$ cat config.mk
export PLATFORM = sky130hd
export DESIGN_NAME = two_pad_touch_gesture_recognizer_flat
export DESIGN_NICKNAME = d
export VERILOG_FILES = /design/src/rtl/tpg_pkg.sv /design/src/rtl/tpg_if.sv /design/src/rtl/tpg_cfg_regs.sv /design/src/rtl/tpg_scan_front.sv /design/src/rtl/tpg_gesture_core.sv /design/src/rtl/two_pad_touch_gesture_recognizer.sv /design/src/flat_wrapper.sv
export SDC_FILE = /design/constraint.sdc
export NUM_CORES = 1
export LEC_CHECK = 0
export BUFFER_PORTS_ARGS = -buffer_cell sky130_fd_sc_hd__buf_2
export CELL_PAD_IN_SITES_DETAIL_PLACEMENT = 0
export CELL_PAD_IN_SITES_GLOBAL_PLACEMENT = 1
export CORE_MARGIN = 2
export CORE_UTILIZATION = 50
export CTS_CLUSTER_DIAMETER = 40
export DETAILED_ROUTE_END_ITERATION = 10
export MAX_ROUTING_LAYER = met4
export PLACE_DENSITY_LB_ADDON = 0.1
export SYNTH_ARGS = -nofsm -noshare
export SYNTH_HDL_FRONTEND = slang
export SYNTH_HIERARCHICAL = 1
export SYNTH_SLANG_ARGS = --single-unit
export TNS_END_PERCENT = 10
$ cat constraint.sdc
create_clock -name clk_i -period 7.2 [get_ports clk_i]
set_clock_uncertainty 0.15 [all_clocks]
set_input_delay 0.72 -clock clk_i [delete_from_list [all_inputs] [get_ports clk_i]]
set_output_delay 0.72 -clock clk_i [all_outputs]
set_load 0.02 [all_outputs]
$ cat src/rtl/tpg_pkg.sv
// Shared widths, reset values, codes and bundle types of the two-pad gesture block.
// Used by the channel interfaces and by every module of the block.
`default_nettype none

package tpg_pkg;

  localparam int unsigned ReadingW = 22;
  localparam int unsigned TimeW    = 32;
  localparam int unsigned MsW      = 16;
  localparam int unsigned CfgIdxW  = 3;
  localparam int unsigned CfgDataW = 22;
  localparam int unsigned GestureW = 3;

  localparam logic [ReadingW-1:0] BaselineRst  = '0;
  localparam logic [ReadingW-1:0] ThresholdRst = ReadingW'(2000);
  localparam logic [MsW-1:0]      HoldMsRst    = MsW'(800);
  localparam logic [MsW-1:0]      BothHoldRst  = MsW'(3000);
  localparam logic [MsW-1:0]      TapGapRst    = MsW'(200);

  typedef enum logic [CfgIdxW-1:0] {
    CFG_BASELINE_A = 3'd0,
    CFG_BASELINE_B = 3'd1,
    CFG_THRESHOLD  = 3'd2,
    CFG_HOLD_MS    = 3'd3,
    CFG_BOTH_HOLD  = 3'd4,
    CFG_TAP_GAP    = 3'd5
  } cfg_idx_e;

  typedef enum logic [GestureW-1:0] {
    GEST_NONE   = 3'd0,
    GEST_TAP_A  = 3'd1,
    GEST_TAP_B  = 3'd2,
    GEST_HOLD_A = 3'd3,
    GEST_HOLD_B = 3'd4,
    GEST_BOTH   = 3'd5
  } gesture_e;

  typedef struct packed {
    logic [ReadingW-1:0] baseline_a;
    logic [ReadingW-1:0] baseline_b;
    logic [ReadingW-1:0] threshold;
    logic [MsW-1:0]      hold_ms;
    logic [MsW-1:0]      both_hold_ms;
    logic [MsW-1:0]      tap_gap_ms;
  } cfg_t;

  // One scan after touch detection
  typedef struct packed {
    logic             touch_a;
    logic             touch_b;
    logic [TimeW-1:0] now_ms;
  } scan_t;

endpackage

`default_nettype wire

$ cat src/rtl/tpg_if.sv
// Valid/ready channel interfaces: scan requests in, gesture results out, register writes.
// Depends on tpg_pkg for field widths.
`default_nettype none

interface tpg_scan_if
  import tpg_pkg::*;
();
  logic                valid;
  logic                ready;
  logic [ReadingW-1:0] reading_a;
  logic [ReadingW-1:0] reading_b;
  logic [TimeW-1:0]    now_ms;

  modport source (output valid, reading_a, reading_b, now_ms, input ready);
  modport sink   (input valid, reading_a, reading_b, now_ms, output ready);
endinterface

interface tpg_gesture_if
  import tpg_pkg::*;
();
  logic                valid;
  logic                ready;
  logic [GestureW-1:0] gesture;
  logic                pad_a_touched;
  logic                pad_b_touched;

  modport source (output valid, gesture, pad_a_touched, pad_b_touched, input ready);
  modport sink   (input valid, gesture, pad_a_touched, pad_b_touched, output ready);
endinterface

interface tpg_cfg_if
  import tpg_pkg::*;
();
  logic                valid;
  logic                ready;
  logic [CfgIdxW-1:0]  index;
  logic [CfgDataW-1:0] data;

  modport source (output valid, index, data, input ready);
  modport sink   (input valid, index, data, output ready);
endinterface

`default_nettype wire

$ cat src/rtl/tpg_cfg_regs.sv
// Configuration register file of the gesture block, written through the cfg channel.
// Depends on tpg_pkg and tpg_cfg_if.
`default_nettype none

module tpg_cfg_regs
  import tpg_pkg::*;
(
  input  wire        clk_i,
  input  wire        rst_ni,
  tpg_cfg_if.sink    cfg,
  output cfg_t       cfg_o
);

  cfg_t cfg_q, cfg_d;
  logic wr_en;

  assign cfg.ready = 1'b1;
  assign wr_en     = cfg.valid;

  always_comb begin
    cfg_d = cfg_q;
    if (wr_en) begin
      case (cfg_idx_e'(cfg.index))
        CFG_BASELINE_A: cfg_d.baseline_a   = cfg.data[ReadingW-1:0];
        CFG_BASELINE_B: cfg_d.baseline_b   = cfg.data[ReadingW-1:0];
        CFG_THRESHOLD:  cfg_d.threshold    = cfg.data[ReadingW-1:0];
        CFG_HOLD_MS:    cfg_d.hold_ms      = cfg.data[MsW-1:0];
        CFG_BOTH_HOLD:  cfg_d.both_hold_ms = cfg.data[MsW-1:0];
        CFG_TAP_GAP:    cfg_d.tap_gap_ms   = cfg.data[MsW-1:0];
        default: ;  // drop writes past the register list
      endcase
    end
  end

  always_ff @(posedge clk_i or negedge rst_ni) begin
    if (!rst_ni) begin
      cfg_q.baseline_a   <= BaselineRst;
      cfg_q.baseline_b   <= BaselineRst;
      cfg_q.threshold    <= ThresholdRst;
      cfg_q.hold_ms      <= HoldMsRst;
      cfg_q.both_hold_ms <= BothHoldRst;
      cfg_q.tap_gap_ms   <= TapGapRst;
    end else begin
      cfg_q <= cfg_d;
    end
  end

  assign cfg_o = cfg_q;

endmodule

`default_nettype wire

$ cat src/rtl/tpg_scan_front.sv
// Input stage: compares each pad reading against baseline plus threshold and registers
// the touched flags with the timestamp. Depends on tpg_pkg and tpg_scan_if.
`default_nettype none

module tpg_scan_front
  import tpg_pkg::*;
(
  input  wire        clk_i,
  input  wire        rst_ni,
  input  cfg_t       cfg_i,
  tpg_scan_if.sink   scan,
  output logic       valid_o,
  input  wire        ready_i,
  output scan_t      scan_o
);

  logic signed [ReadingW+1:0] diff_a, diff_b, thr_s;
  logic  valid_q, valid_d;
  scan_t scan_q;
  logic  take;

  // signed rise above baseline, strictly above threshold
  assign diff_a = $signed({2'b00, scan.reading_a}) - $signed({2'b00, cfg_i.baseline_a});
  assign diff_b = $signed({2'b00, scan.reading_b}) - $signed({2'b00, cfg_i.baseline_b});
  assign thr_s  = $signed({2'b00, cfg_i.threshold});

  assign scan.ready = !valid_q || ready_i;
  assign take       = scan.valid && scan.ready;
  assign valid_d    = take || (valid_q && !ready_i);

  always_ff @(posedge clk_i or negedge rst_ni) begin
    if (!rst_ni) begin
      valid_q <= 1'b0;
    end else begin
      valid_q <= valid_d;
    end
  end

  always_ff @(posedge clk_i) begin
    if (take) begin
      scan_q.touch_a <= diff_a > thr_s;
      scan_q.touch_b <= diff_b > thr_s;
      scan_q.now_ms  <= scan.now_ms;
    end
  end

  assign valid_o = valid_q;
  assign scan_o  = scan_q;

endmodule

`default_nettype wire

$ cat src/rtl/tpg_gesture_core.sv
// Gesture decision: press tracking state, tap/hold/joint-hold checks and the result register.
// Depends on tpg_pkg and tpg_gesture_if.
`default_nettype none

module tpg_gesture_core
  import tpg_pkg::*;
(
  input  wire          clk_i,
  input  wire          rst_ni,
  input  cfg_t         cfg_i,
  input  wire          valid_i,
  output logic         ready_o,
  input  scan_t        scan_i,
  tpg_gesture_if.source res
);

  logic a, b, take;
  logic [TimeW-1:0] now;

  logic prev_a_q, prev_b_q;
  logic [TimeW-1:0] press_start_a_q, press_start_a_d, press_start_b_q, press_start_b_d;
  logic hold_done_a_q, hold_done_a_d, hold_done_b_q, hold_done_b_d;
  logic overlap_a_q, overlap_a_d, overlap_b_q, overlap_b_d;
  logic [TimeW-1:0] both_start_q, both_start_d;
  logic both_active_q, both_active_d, both_done_q, both_done_d;
  logic [TimeW-1:0] last_tap_a_q, last_tap_a_d, last_tap_b_q, last_tap_b_d;

  logic rise_a, rise_b, hd_a, hd_b;
  logic [TimeW-1:0] held_a, held_b, since_tap_a, since_tap_b, both_held;
  logic [TimeW-1:0] hold_lim, both_lim, gap_lim;
  logic fire_hold_a, fire_hold_b, fire_tap_a, fire_tap_b, fire_both;
  gesture_e gesture_d;

  logic     out_valid_q;
  gesture_e gesture_q;
  logic     touch_a_q, touch_b_q;

  assign a   = scan_i.touch_a;
  assign b   = scan_i.touch_b;
  assign now = scan_i.now_ms;

  assign ready_o = !out_valid_q || res.ready;
  assign take    = valid_i && ready_o;

  assign hold_lim = {{(TimeW-MsW){1'b0}}, cfg_i.hold_ms};
  assign both_lim = {{(TimeW-MsW){1'b0}}, cfg_i.both_hold_ms};
  assign gap_lim  = {{(TimeW-MsW){1'b0}}, cfg_i.tap_gap_ms};

  assign rise_a = a && !prev_a_q;
  assign rise_b = b && !prev_b_q;

  // Rising edge restarts the press
  assign press_start_a_d = rise_a ? now : press_start_a_q;
  assign press_start_b_d = rise_b ? now : press_start_b_q;
  assign hd_a            = rise_a ? 1'b0 : hold_done_a_q;
  assign hd_b            = rise_b ? 1'b0 : hold_done_b_q;
  assign overlap_a_d     = (a && b) || (rise_a ? b : overlap_a_q);
  assign overlap_b_d     = (a && b) || (rise_b ? a : overlap_b_q);

  assign held_a      = now - press_start_a_d;
  assign held_b      = now - press_start_b_d;
  assign since_tap_a = now - last_tap_a_q;
  assign since_tap_b = now - last_tap_b_q;

  assign fire_hold_a = a && !b && !overlap_a_d && !hd_a && (held_a > hold_lim);
  assign fire_hold_b = b && !a && !overlap_b_d && !hd_b && (held_b > hold_lim);
  assign fire_tap_a  = !a && prev_a_q && !overlap_a_d && !hd_a &&
                       (held_a < hold_lim) && (since_tap_a > gap_lim);
  assign fire_tap_b  = !b && prev_b_q && !overlap_b_d && !hd_b &&
                       (held_b < hold_lim) && (since_tap_b > gap_lim);

  assign hold_done_a_d = hd_a || fire_hold_a;
  assign hold_done_b_d = hd_b || fire_hold_b;
  assign last_tap_a_d  = fire_tap_a ? now : last_tap_a_q;
  assign last_tap_b_d  = fire_tap_b ? now : last_tap_b_q;

  // Joint hold timer runs only while both pads stay touched
  assign both_active_d = a && b;
  assign both_start_d  = (a && b && !both_active_q) ? now : both_start_q;
  assign both_held     = now - both_start_d;
  assign fire_both     = a && b && !(both_active_q && both_done_q) && (both_held > both_lim);
  assign both_done_d   = (a && b) ? ((both_active_q && both_done_q) || fire_both)
                                  : both_done_q;

  always_comb begin
    if (fire_hold_a) begin
      gesture_d = GEST_HOLD_A;
    end else if (fire_hold_b) begin
      gesture_d = GEST_HOLD_B;
    end else if (fire_tap_a) begin
      gesture_d = GEST_TAP_A;
    end else if (fire_tap_b) begin
      gesture_d = GEST_TAP_B;
    end else if (fire_both) begin
      gesture_d = GEST_BOTH;
    end else begin
      gesture_d = GEST_NONE;
    end
  end

  always_ff @(posedge clk_i or negedge rst_ni) begin
    if (!rst_ni) begin
      prev_a_q        <= 1'b0;
      prev_b_q        <= 1'b0;
      press_start_a_q <= '0;
      press_start_b_q <= '0;
      hold_done_a_q   <= 1'b0;
      hold_done_b_q   <= 1'b0;
      overlap_a_q     <= 1'b0;
      overlap_b_q     <= 1'b0;
      both_start_q    <= '0;
      both_active_q   <= 1'b0;
      both_done_q     <= 1'b0;
      last_tap_a_q    <= '0;
      last_tap_b_q    <= '0;
      out_valid_q     <= 1'b0;
    end else begin
      if (take) begin
        prev_a_q        <= a;
        prev_b_q        <= b;
        press_start_a_q <= press_start_a_d;
        press_start_b_q <= press_start_b_d;
        hold_done_a_q   <= hold_done_a_d;
        hold_done_b_q   <= hold_done_b_d;
        overlap_a_q     <= overlap_a_d;
        overlap_b_q     <= overlap_b_d;
        both_start_q    <= both_start_d;
        both_active_q   <= both_active_d;
        both_done_q     <= both_done_d;
        last_tap_a_q    <= last_tap_a_d;
        last_tap_b_q    <= last_tap_b_d;
      end
      out_valid_q <= take || (out_valid_q && !res.ready);
    end
  end

  always_ff @(posedge clk_i) begin
    if (take) begin
      gesture_q <= gesture_d;
      touch_a_q <= a;
      touch_b_q <= b;
    end
  end

  assign res.valid         = out_valid_q;
  assign res.gesture       = gesture_q;
  assign res.pad_a_touched = touch_a_q;
  assign res.pad_b_touched = touch_b_q;

endmodule

`default_nettype wire

$ cat src/rtl/two_pad_touch_gesture_recognizer.sv
// Two-pad touch gesture recognizer: one gesture result per scan request.
// Each scan passes through the touch-compare input register, then through the gesture
// checks into the result register. Throughput is one scan per cycle as long as results
// are taken; a stalled result holds and the input register still takes one more request.
// Registers are written through the cfg channel (index 0..5: baseline A, baseline B,
// threshold, hold time, joint hold time, tap gap); other indexes are ignored. The user
// must write them only while no scan is in flight; the block does not enforce this.
// Depends on tpg_pkg, tpg_if, tpg_cfg_regs, tpg_scan_front and tpg_gesture_core.
`default_nettype none

module two_pad_touch_gesture_recognizer
  import tpg_pkg::*;
(
  input  wire            clk_i,
  input  wire            rst_ni,
  tpg_cfg_if.sink        cfg_i,
  tpg_scan_if.sink       scan_i,
  tpg_gesture_if.source  gesture_o
);

  cfg_t  cfg;
  logic  front_valid, core_ready;
  scan_t front_scan;

  tpg_cfg_regs u_cfg_regs (
    .clk_i  (clk_i),
    .rst_ni (rst_ni),
    .cfg    (cfg_i),
    .cfg_o  (cfg)
  );

  tpg_scan_front u_scan_front (
    .clk_i   (clk_i),
    .rst_ni  (rst_ni),
    .cfg_i   (cfg),
    .scan    (scan_i),
    .valid_o (front_valid),
    .ready_i (core_ready),
    .scan_o  (front_scan)
  );

  tpg_gesture_core u_gesture_core (
    .clk_i   (clk_i),
    .rst_ni  (rst_ni),
    .cfg_i   (cfg),
    .valid_i (front_valid),
    .ready_o (core_ready),
    .scan_i  (front_scan),
    .res     (gesture_o)
  );

endmodule

`default_nettype wire
$ cat src/flat_wrapper.sv
// flat-port wrapper written by rule: the top's interface ports become plain ports
module two_pad_touch_gesture_recognizer_flat import tpg_pkg::*;
  (clk_i, rst_ni, cfg_i_valid, cfg_i_index, cfg_i_data, cfg_i_ready, scan_i_valid, scan_i_reading_a, scan_i_reading_b, scan_i_now_ms, scan_i_ready, gesture_o_valid, gesture_o_gesture, gesture_o_pad_a_touched, gesture_o_pad_b_touched, gesture_o_ready);
  tpg_cfg_if cfg_i_i ();
  tpg_scan_if scan_i_i ();
  tpg_gesture_if gesture_o_i ();
  input  wire clk_i;
  input  wire rst_ni;
  input wire logic [$bits(cfg_i_i.valid)-1:0] cfg_i_valid;
  input wire logic [$bits(cfg_i_i.index)-1:0] cfg_i_index;
  input wire logic [$bits(cfg_i_i.data)-1:0] cfg_i_data;
  output wire logic [$bits(cfg_i_i.ready)-1:0] cfg_i_ready;
  input wire logic [$bits(scan_i_i.valid)-1:0] scan_i_valid;
  input wire logic [$bits(scan_i_i.reading_a)-1:0] scan_i_reading_a;
  input wire logic [$bits(scan_i_i.reading_b)-1:0] scan_i_reading_b;
  input wire logic [$bits(scan_i_i.now_ms)-1:0] scan_i_now_ms;
  output wire logic [$bits(scan_i_i.ready)-1:0] scan_i_ready;
  output wire logic [$bits(gesture_o_i.valid)-1:0] gesture_o_valid;
  output wire logic [$bits(gesture_o_i.gesture)-1:0] gesture_o_gesture;
  output wire logic [$bits(gesture_o_i.pad_a_touched)-1:0] gesture_o_pad_a_touched;
  output wire logic [$bits(gesture_o_i.pad_b_touched)-1:0] gesture_o_pad_b_touched;
  input wire logic [$bits(gesture_o_i.ready)-1:0] gesture_o_ready;
  assign cfg_i_i.valid = cfg_i_valid;
  assign cfg_i_i.index = cfg_i_index;
  assign cfg_i_i.data = cfg_i_data;
  assign cfg_i_ready = cfg_i_i.ready;
  assign scan_i_i.valid = scan_i_valid;
  assign scan_i_i.reading_a = scan_i_reading_a;
  assign scan_i_i.reading_b = scan_i_reading_b;
  assign scan_i_i.now_ms = scan_i_now_ms;
  assign scan_i_ready = scan_i_i.ready;
  assign gesture_o_valid = gesture_o_i.valid;
  assign gesture_o_gesture = gesture_o_i.gesture;
  assign gesture_o_pad_a_touched = gesture_o_i.pad_a_touched;
  assign gesture_o_pad_b_touched = gesture_o_i.pad_b_touched;
  assign gesture_o_i.ready = gesture_o_ready;
  two_pad_touch_gesture_recognizer u_core (.clk_i(clk_i), .rst_ni(rst_ni), .cfg_i(cfg_i_i), .scan_i(scan_i_i), .gesture_o(gesture_o_i));
endmodule
=== Word-level counts from Yosys, hierarchy flattened ===
Cells that the tools add are included.

* $add $sub $neg: 7
* Order comparisons: 9
* Eq/ne operators: 5
* Multiplexer cells: 11
* Reductions and logical operators: 62

{| class="wikitable"
|+ Operators with widths
! kind !! count
|-
| $gt A32 B16 Y1 || 5
|-
| $sub A32 B32 Y32 || 5
|-
| $mux W32 || 3
|-
| $lt A32 B16 Y1 || 2
|-
| $sub A22 B22 Y23 || 2
|-
| $logic_and A1 B1 Y1 || 29
|-
| $gt A24 B23 Y1 || 1
|-
| $gt A23 B23 Y1 || 1
|-
| $reduce_and A2 Y1 || 9
|-
| $logic_not A1 Y1 || 14
|-
| $mux W3 || 4
|-
| $logic_or A1 B1 Y1 || 9
|-
| $eq A3 B2 Y1 const B || 2
|-
| $eq A3 B3 Y1 const B || 2
|-
| $mux W1 || 4
|-
| $eq A3 B1 Y1 const B || 1
|-
| $logic_not A3 Y1 || 1
|}

* Register bits after elaboration: 323
* Input bits: 106
* Output and inout bits: 8
* Word-level logic and storage cells: 121

=== Longest topological paths before layout ===
* Depth in word-level cells: 12
* Depth in mapped cells: 29
* Mapped depth without buffers: 25

=== Modules after synthesis ===
Netlist, hierarchy kept.

{| class="wikitable"
|+ By module, submodules not included
! module !! times used !! cells each !! area each (um^2) !! sequential area each (um^2)
|-
| tpg_gesture_core || 1 || 2,338 || 19,570.0 || 4,379.2
|-
| tpg_scan_front || 1 || 527 || 4,476.8 || 1,046.0
|-
| tpg_cfg_regs || 1 || 246 || 4,391.7 || 2,876.5
|}

=== Worst setup path after synthesis ===
OpenSTA, ideal clock, no wires.

* Kind: reg2reg
* From: register u_core.u_scan_front.scan_q, in the netlist u_core/u_scan_front/scan_o[32]
* To: register u_core.u_gesture_core.last_tap_b_q[12]
* Library setup time: 128 ps
* Arrival time: 5,414 ps
* Data required time: 6,922 ps
* Setup slack: 1,508 ps
* Stages on the path, launching flop included: 24
* Buffers on the path: 4
* Clock period less this slack: 5,692 ps
* Cells stage by stage: edfxtp_1 -> buf_4 -> nand2b_1 -> buf_1 -> clkbuf_1 -> nand2_1 -> o21ai_0 -> ha_1 -> inv_1 -> fa_1 -> and4_1 -> a211oi_4 -> o21ai_0 -> a31oi_1 -> xnor2_1 -> ha_1 -> nand4_1 -> nor2_1 -> a2111oi_0 -> a32oi_1 -> or4_1 -> nor4_4 -> buf_6 -> mux2_1

* Elaborated cells between the ends (all ways): 17
* Classes of those cells: add/sub (1); order compare (1); mux (3); reduce/logical (12)

{| class="wikitable"
|+ RTL lines
! element !! RTL line !! source
|-
| start: declaration || tpg_scan_front.sv:19 || <nowiki>scan_t scan_q;</nowiki>
|-
| $logic_and A1 B1 Y1 || tpg_gesture_core.sv:50 || <nowiki>assign rise_b = b && !prev_b_q;</nowiki>
|-
| $mux W32 || tpg_gesture_core.sv:54 || <nowiki>assign press_start_b_d = rise_b ? now : press_start_b_q;</nowiki>
|-
| named net u_core.u_gesture_core.press_start_b_d[0] || tpg_gesture_core.sv:21 || <nowiki>logic [TimeW-1:0] press_start_a_q, press_start_a_d, press_start_b_q, press_start_b_d;</nowiki>
|-
| $sub A32 B32 Y32 || tpg_gesture_core.sv:61 || <nowiki>assign held_b = now - press_start_b_d;</nowiki>
|-
| $lt A32 B16 Y1 || tpg_gesture_core.sv:70 || <nowiki>(held_b < hold_lim) && (since_tap_b > gap_lim);</nowiki>
|-
| $logic_and A1 B1 Y1 || tpg_gesture_core.sv:69 || <nowiki>assign fire_tap_b = !b && prev_b_q && !overlap_b_d && !hd_b &&</nowiki>
|-
| $logic_and A1 B1 Y1 || tpg_gesture_core.sv:70 ||
|-
| $reduce_and A2 Y1 (no line) || n/a ||
|-
| end signal: assignment || tpg_gesture_core.sv:131 || <nowiki>last_tap_b_q <= last_tap_b_d;</nowiki>
|-
| end: declaration || tpg_gesture_core.sv:26 || <nowiki>logic [TimeW-1:0] last_tap_a_q, last_tap_a_d, last_tap_b_q, last_tap_b_d;</nowiki>
|}

The timed path passes the listed nets, and every way through them passes these cells.
A chain may end at the register's enable or synchronous reset.

=== Final worst setup path ===
* From: register u_core.u_scan_front.scan_q, in the netlist u_core/u_scan_front/scan_o[32]
* To: register u_core.u_gesture_core.gesture_q[2] (netlist: u_core/u_gesture_core/res.gesture[2]) (data pin)

* Elaborated cells between the ends (all ways): 42
* Classes of those cells: add/sub (2); order compare (3); mux (9); reduce/logical (28)

{| class="wikitable"
|+ RTL lines
! element !! RTL line !! source
|-
| $logic_and A1 B1 Y1 (2 in a row) || tpg_gesture_core.sv:79 || <nowiki>assign both_start_d = (a && b && !both_active_q) ? now : both_start_q;</nowiki>
|-
| $mux W32 || tpg_gesture_core.sv:79 ||
|-
| named net u_core.u_gesture_core.both_start_d[0] || tpg_gesture_core.sv:24 || <nowiki>logic [TimeW-1:0] both_start_q, both_start_d;</nowiki>
|-
| $sub A32 B32 Y32 || tpg_gesture_core.sv:80 || <nowiki>assign both_held = now - both_start_d;</nowiki>
|-
| $gt A32 B16 Y1 || tpg_gesture_core.sv:81 || <nowiki>assign fire_both = a && b && !(both_active_q && both_done_q) && (both_held > both_lim);</nowiki>
|-
| $logic_and A1 B1 Y1 || tpg_gesture_core.sv:81 ||
|-
| $mux W3 || tpg_gesture_core.sv:94 || <nowiki>end else if (fire_both) begin</nowiki>
|-
| $mux W3 || tpg_gesture_core.sv:92 || <nowiki>end else if (fire_tap_b) begin</nowiki>
|-
| $mux W3 || tpg_gesture_core.sv:90 || <nowiki>end else if (fire_tap_a) begin</nowiki>
|-
| $mux W3 || tpg_gesture_core.sv:88 || <nowiki>end else if (fire_hold_b) begin</nowiki>
|-
| end signal: assignment || tpg_gesture_core.sv:139 || <nowiki>gesture_q <= gesture_d;</nowiki>
|-
| end: declaration || tpg_gesture_core.sv:35 || <nowiki>gesture_e gesture_q;</nowiki>
|}

The timed path passes the listed nets, and every way through them passes these cells.

==> results.sh <==
export IMPL_crit_fanout=10
export IMPL_layout_drive_gt1_share_pct=17.3
export IMPL_synthesis_area_um2=28400
export IMPL_timing_slew_headroom_pct=29.4
export IMPL_status="finished clean"
export IMPL_start_util_pct=50.5
export IMPL_drv_slew=0
export IMPL_worstPathArrival_ns=6.95
export IMPL_critPathBufInv=1
export IMPL_period_needed_ns=6.77
export IMPL_max_stage_delay_ns=0.60
export IMPL_drt_iter0_markers=1889
export IMPL_endpoint_kind="flop"
export IMPL_h_tree_depth=3
export IMPL_ys_dominant_reg_cell="dfrtp_1"
export IMPL_via_per_inst=6.10
export IMPL_fillerInstances=5048
export IMPL_rows=87
export IMPL_required_ns=7.38
export IMPL_hp_class="input port to flop"
export IMPL_seq_area_frac_synth_pct=29.2
export IMPL_hpwlAfterDp_um=69000
export IMPL_clockBufferDepth=3
export IMPL_die_y_um=242
export IMPL_pin_count=114
export IMPL_yosys_warnings=6
export IMPL_port_buffer_count=112
export IMPL_die_area_um2=58800
export IMPL_grt_pass1_wl_um=139000
export IMPL_drt_antenna_violating_nets=0
export IMPL_drc=0
export IMPL_final_period_utilization_pct=94.1
export IMPL_nNetsFinal=3647
export IMPL_r2r_setup_slack_ns=0.43
export IMPL_grt_max_degree=145
export IMPL_p_per_area_nw_per_um2=392
export IMPL_path_cells="nand3b_1 > nand2_1 > o21ai_0 > ha_1 > inv_1 > ha_1 > nor2_1 > a311o_1 > nor3_1 > o21a_1 > nor2_1 > xnor2_1 > ha_1 > nand4_1 > or2_2 > nor3_1 > a31oi_1 > nor4_1 > nand4_1 > a2111oi_0 > nand4_1 > o21ai_1 > nand2_1"
export IMPL_cts_sinks=323
export IMPL_slowest_stage="a2111oi_0"
export IMPL_cp_start_kind="flop"
export IMPL_routedWlPerCell_um=22.3
export IMPL_yosysUniqueCellTypes=108
export IMPL_core_um2=56300
export IMPL_timing_rr_start="u_core/u_scan_front/scan_o[32]$_DFFE_PP_"
export IMPL_via_count=24600
export IMPL_critical_path_endpoint="u_core/u_gesture_core/res.gesture[2]$_SDFFCE_PP0P_"
export IMPL_grt_total_usage_pct=31.3
export IMPL_async_reset_ff_share_pct=87.9
export IMPL_place_gp_congestion=0.960
export IMPL_path_delay_family="simple AND/OR/NAND/NOR gates"
export IMPL_avgSynthCellArea_um2=9.14
export IMPL_die_width_um=242
export IMPL_cts_root_buffer="clkbuf_16"
export IMPL_regToRegEndpoint="u_core/u_gesture_core/res.gesture[2]$_SDFFCE_PP0P_"
export IMPL_rsz0062_at_grt="no"
export IMPL_worstHoldStart="scan_i_now_ms[2]"
export IMPL_firstDrtPassIters=5
export IMPL_path_class="flop to flop"
export IMPL_cts_tree="yes"
export IMPL_clock_fmax_ghz=0.148
export IMPL_critPathLaunch="u_core/u_scan_front/scan_o[32]$_DFFE_PP_"
export IMPL_area_growth_pct=13.3
export IMPL_syn_inst=3111
export IMPL_leakage_uw=0.0145
export IMPL_first_global_vias=24000
export IMPL_synth_enable_flop_cells=39
export IMPL_antenna_found_initial=7
export IMPL_synth_seq_cells=323
export IMPL_hold_slack_ns=0.146
export IMPL_ir_worst_vdd_mv=0.257
export IMPL_timing_setup_tns_ns=0
export IMPL_max_cap_violations=0
export IMPL_setup_viol=0
export IMPL_grt_ovfl_total=0
export IMPL_reg2regPathDepth=23
export IMPL_insertion_delay_ns=0.60
export IMPL_synth_fp_nets=3534
export IMPL_wl_um=90100
export IMPL_tightest_slew_ns=1.06
export IMPL_path_depth=23
export IMPL_cts_buffers_inserted=70
export IMPL_hold_violations=0
export IMPL_clkSlewWorstSetupHoldPaths_ns=0.06
## cell type report
cell class	instances	area [um^2]	area share (%)
Sequential cell	323	8300	25.8
Timing Repair Buffer	154	901	2.80
Inverter	246	923	2.87
Antenna cell	6	15.0	0.0466
Clock buffer	89	1950	6.04
Tap cell	756	946	2.94
Clock inverter	39	508	1.58
Multi-Input combinational cell	2429	18700	58.0
## worst min path at each step
stage	end	slack, ns	depth (start not counted)
2_1_floorplan	u_core/u_cfg_regs/cfg_o[0]$_DFFE_PN0P_	0.27	0
3_3_place_gp	u_core/u_gesture_core/press_start_a_q[5]$_DFFE_PN0P_	0.31	2
3_5_place_dp	u_core/u_gesture_core/press_start_a_q[3]$_DFFE_PN0P_	0.32	2
4_1_cts	u_core/u_scan_front/scan_o[2]$_DFFE_PP_	0.12	1
5_1_grt	u_core/u_scan_front/scan_o[19]$_DFFE_PP_	0.12	1
6_report	u_core/u_scan_front/scan_o[2]$_DFFE_PP_	0.15	1
## state kept, by name (all words and copies together) (netlist names)
| register | count |
|---|---|
| u_core/u_gesture_core/prev_b_q | 1 |
| u_core/u_gesture_core/hold_done_a_q | 1 |
| u_core/u_gesture_core/hold_done_b_q | 1 |
| u_core/u_scan_front/valid_o | 1 |
| u_core/u_gesture_core/overlap_b_q | 1 |
| u_core/u_gesture_core/res.gesture | 3 |
| u_core/u_cfg_regs/cfg_o | 114 |
| u_core/u_gesture_core/overlap_a_q | 1 |
| u_core/u_gesture_core/res.pad_a_touched | 1 |
| u_core/u_gesture_core/res.pad_b_touched | 1 |
| u_core/u_scan_front/scan_o | 34 |
| u_core/u_gesture_core/last_tap_b_q | 32 |
| u_core/u_gesture_core/res.valid | 1 |
| u_core/u_gesture_core/prev_a_q | 1 |
| u_core/u_gesture_core/both_done_q | 1 |
| u_core/u_gesture_core/both_start_q | 32 |
| u_core/u_gesture_core/press_start_a_q | 32 |
| u_core/u_gesture_core/press_start_b_q | 32 |
| u_core/u_gesture_core/both_active_q | 1 |
| u_core/u_gesture_core/last_tap_a_q | 32 |
## per-stage QoR
step                util [%]  setup WS [ns]  cell area, um^2  total power [uW]  instances
floorplan                  -           1.51            28400              7500       3111
global placement        52.8          0.444            29700              9070       3907
detailed placement      52.8          0.446            29700              9170       3907
CTS                     57.2          0.393            32200             12600       4036
global route            57.2          0.211            32200             13600       4041
finish                  57.2          0.427            32200             12600       4042
## power by group
group | switching, uW | total (uW) | internal [uW] | leakage [uW]
logic | 3850 | 6610 | 2770 | 0.00948
clock network | 1090 | 3340 | 2250 | 0.00120
registers | 354 | 2680 | 2330 | 0.00382
total | 5290 | 12600 | 7340 | 0.0145
## cell usage after synthesis (9+ instances only)
master,count,area share [%]
and2_1,19,0.42
buf_6,10,0.40
buf_1,13,0.17
mux2_4,30,1.6
mux2_1,15,0.59
mux2i_1,93,3.3
edfxtp_1,39,4.1
a211o_1,16,0.49
nand2b_1,41,0.90
a21boi_0,12,0.32
a211oi_1,28,0.74
clkbuf_1,74,0.98
a2111oi_0,9,0.28
nor4_1,25,0.55
or4_1,11,0.29
dfstp_2,19,1.8
or3_1,15,0.33
o21a_1,47,1.2
inv_1,246,3.2
mux2_2,203,8.0
xor2_1,48,1.5
maj3_1,9,0.32
a31oi_1,27,0.59
nand3_1,67,1.2
nand4_1,65,1.4
o31a_1,9,0.28
ha_1,311,14
nor2b_1,45,0.99
xnor2_1,96,3.0
o2111ai_1,10,0.31
dfrtp_1,265,23
nor3b_1,10,0.26
and3_1,21,0.46
o211ai_1,23,0.61
nor2_1,163,2.2
nand2_1,215,2.8
o21bai_1,23,0.61
o31ai_1,22,0.58
a21o_1,68,1.8
o21ai_0,176,3.1
nor3_1,50,0.88
a21oi_1,232,4.1
## cell usage in the layout, fill, tap and decap left out, drive strengths merged, types with 52 or more instances in the layout
| master | count |
|---|---|
| a21oi | 232 |
| nor2 | 163 |
| a21o | 68 |
| o21ai | 184 |
| inv | 258 |
| mux2 | 248 |
| nand4 | 66 |
| clkbuf | 89 |
| nor3 | 52 |
| buf | 153 |
| nand2 | 216 |
| mux2i | 93 |
| nand3 | 67 |
| xnor2 | 96 |
| ha | 311 |
| dfrtp | 265 |
## per-layer routing
layer	vias up	global-route usage (%)	share of wire, %
met2	820	47.2	44
met3	153	6.09	6.4
met1	12000	42.3	46
met4	0	10.1	3.2
li1	11700	-	-
met5	-	-	0
## what timing repair did
item / 4_1_cts / 5_1_grt
gates resized for setup: 0 / 1
buffers inserted: 0 / 0
endpoints found under the setup margin: 0 / 2
endpoints found under the hold margin: 2 / 0
hold buffers: 1 / 0
## logic make-up after synthesis
group | count (synthesis) | share of synthesized area, %
AO/OA/AOI/OAI | 821 | 18.9
XOR/XNOR | 144 | 4.43
adder cells (fa/ha/maj) | 327 | 14.5
buffers and inverters | 359 | 5.18
flip-flops | 323 | 29.2
multiplexers | 341 | 13.5
other | 1 | 0.0132
AND/OR/NAND/NOR | 795 | 14.4
Power figures use the tool's default switching activity.
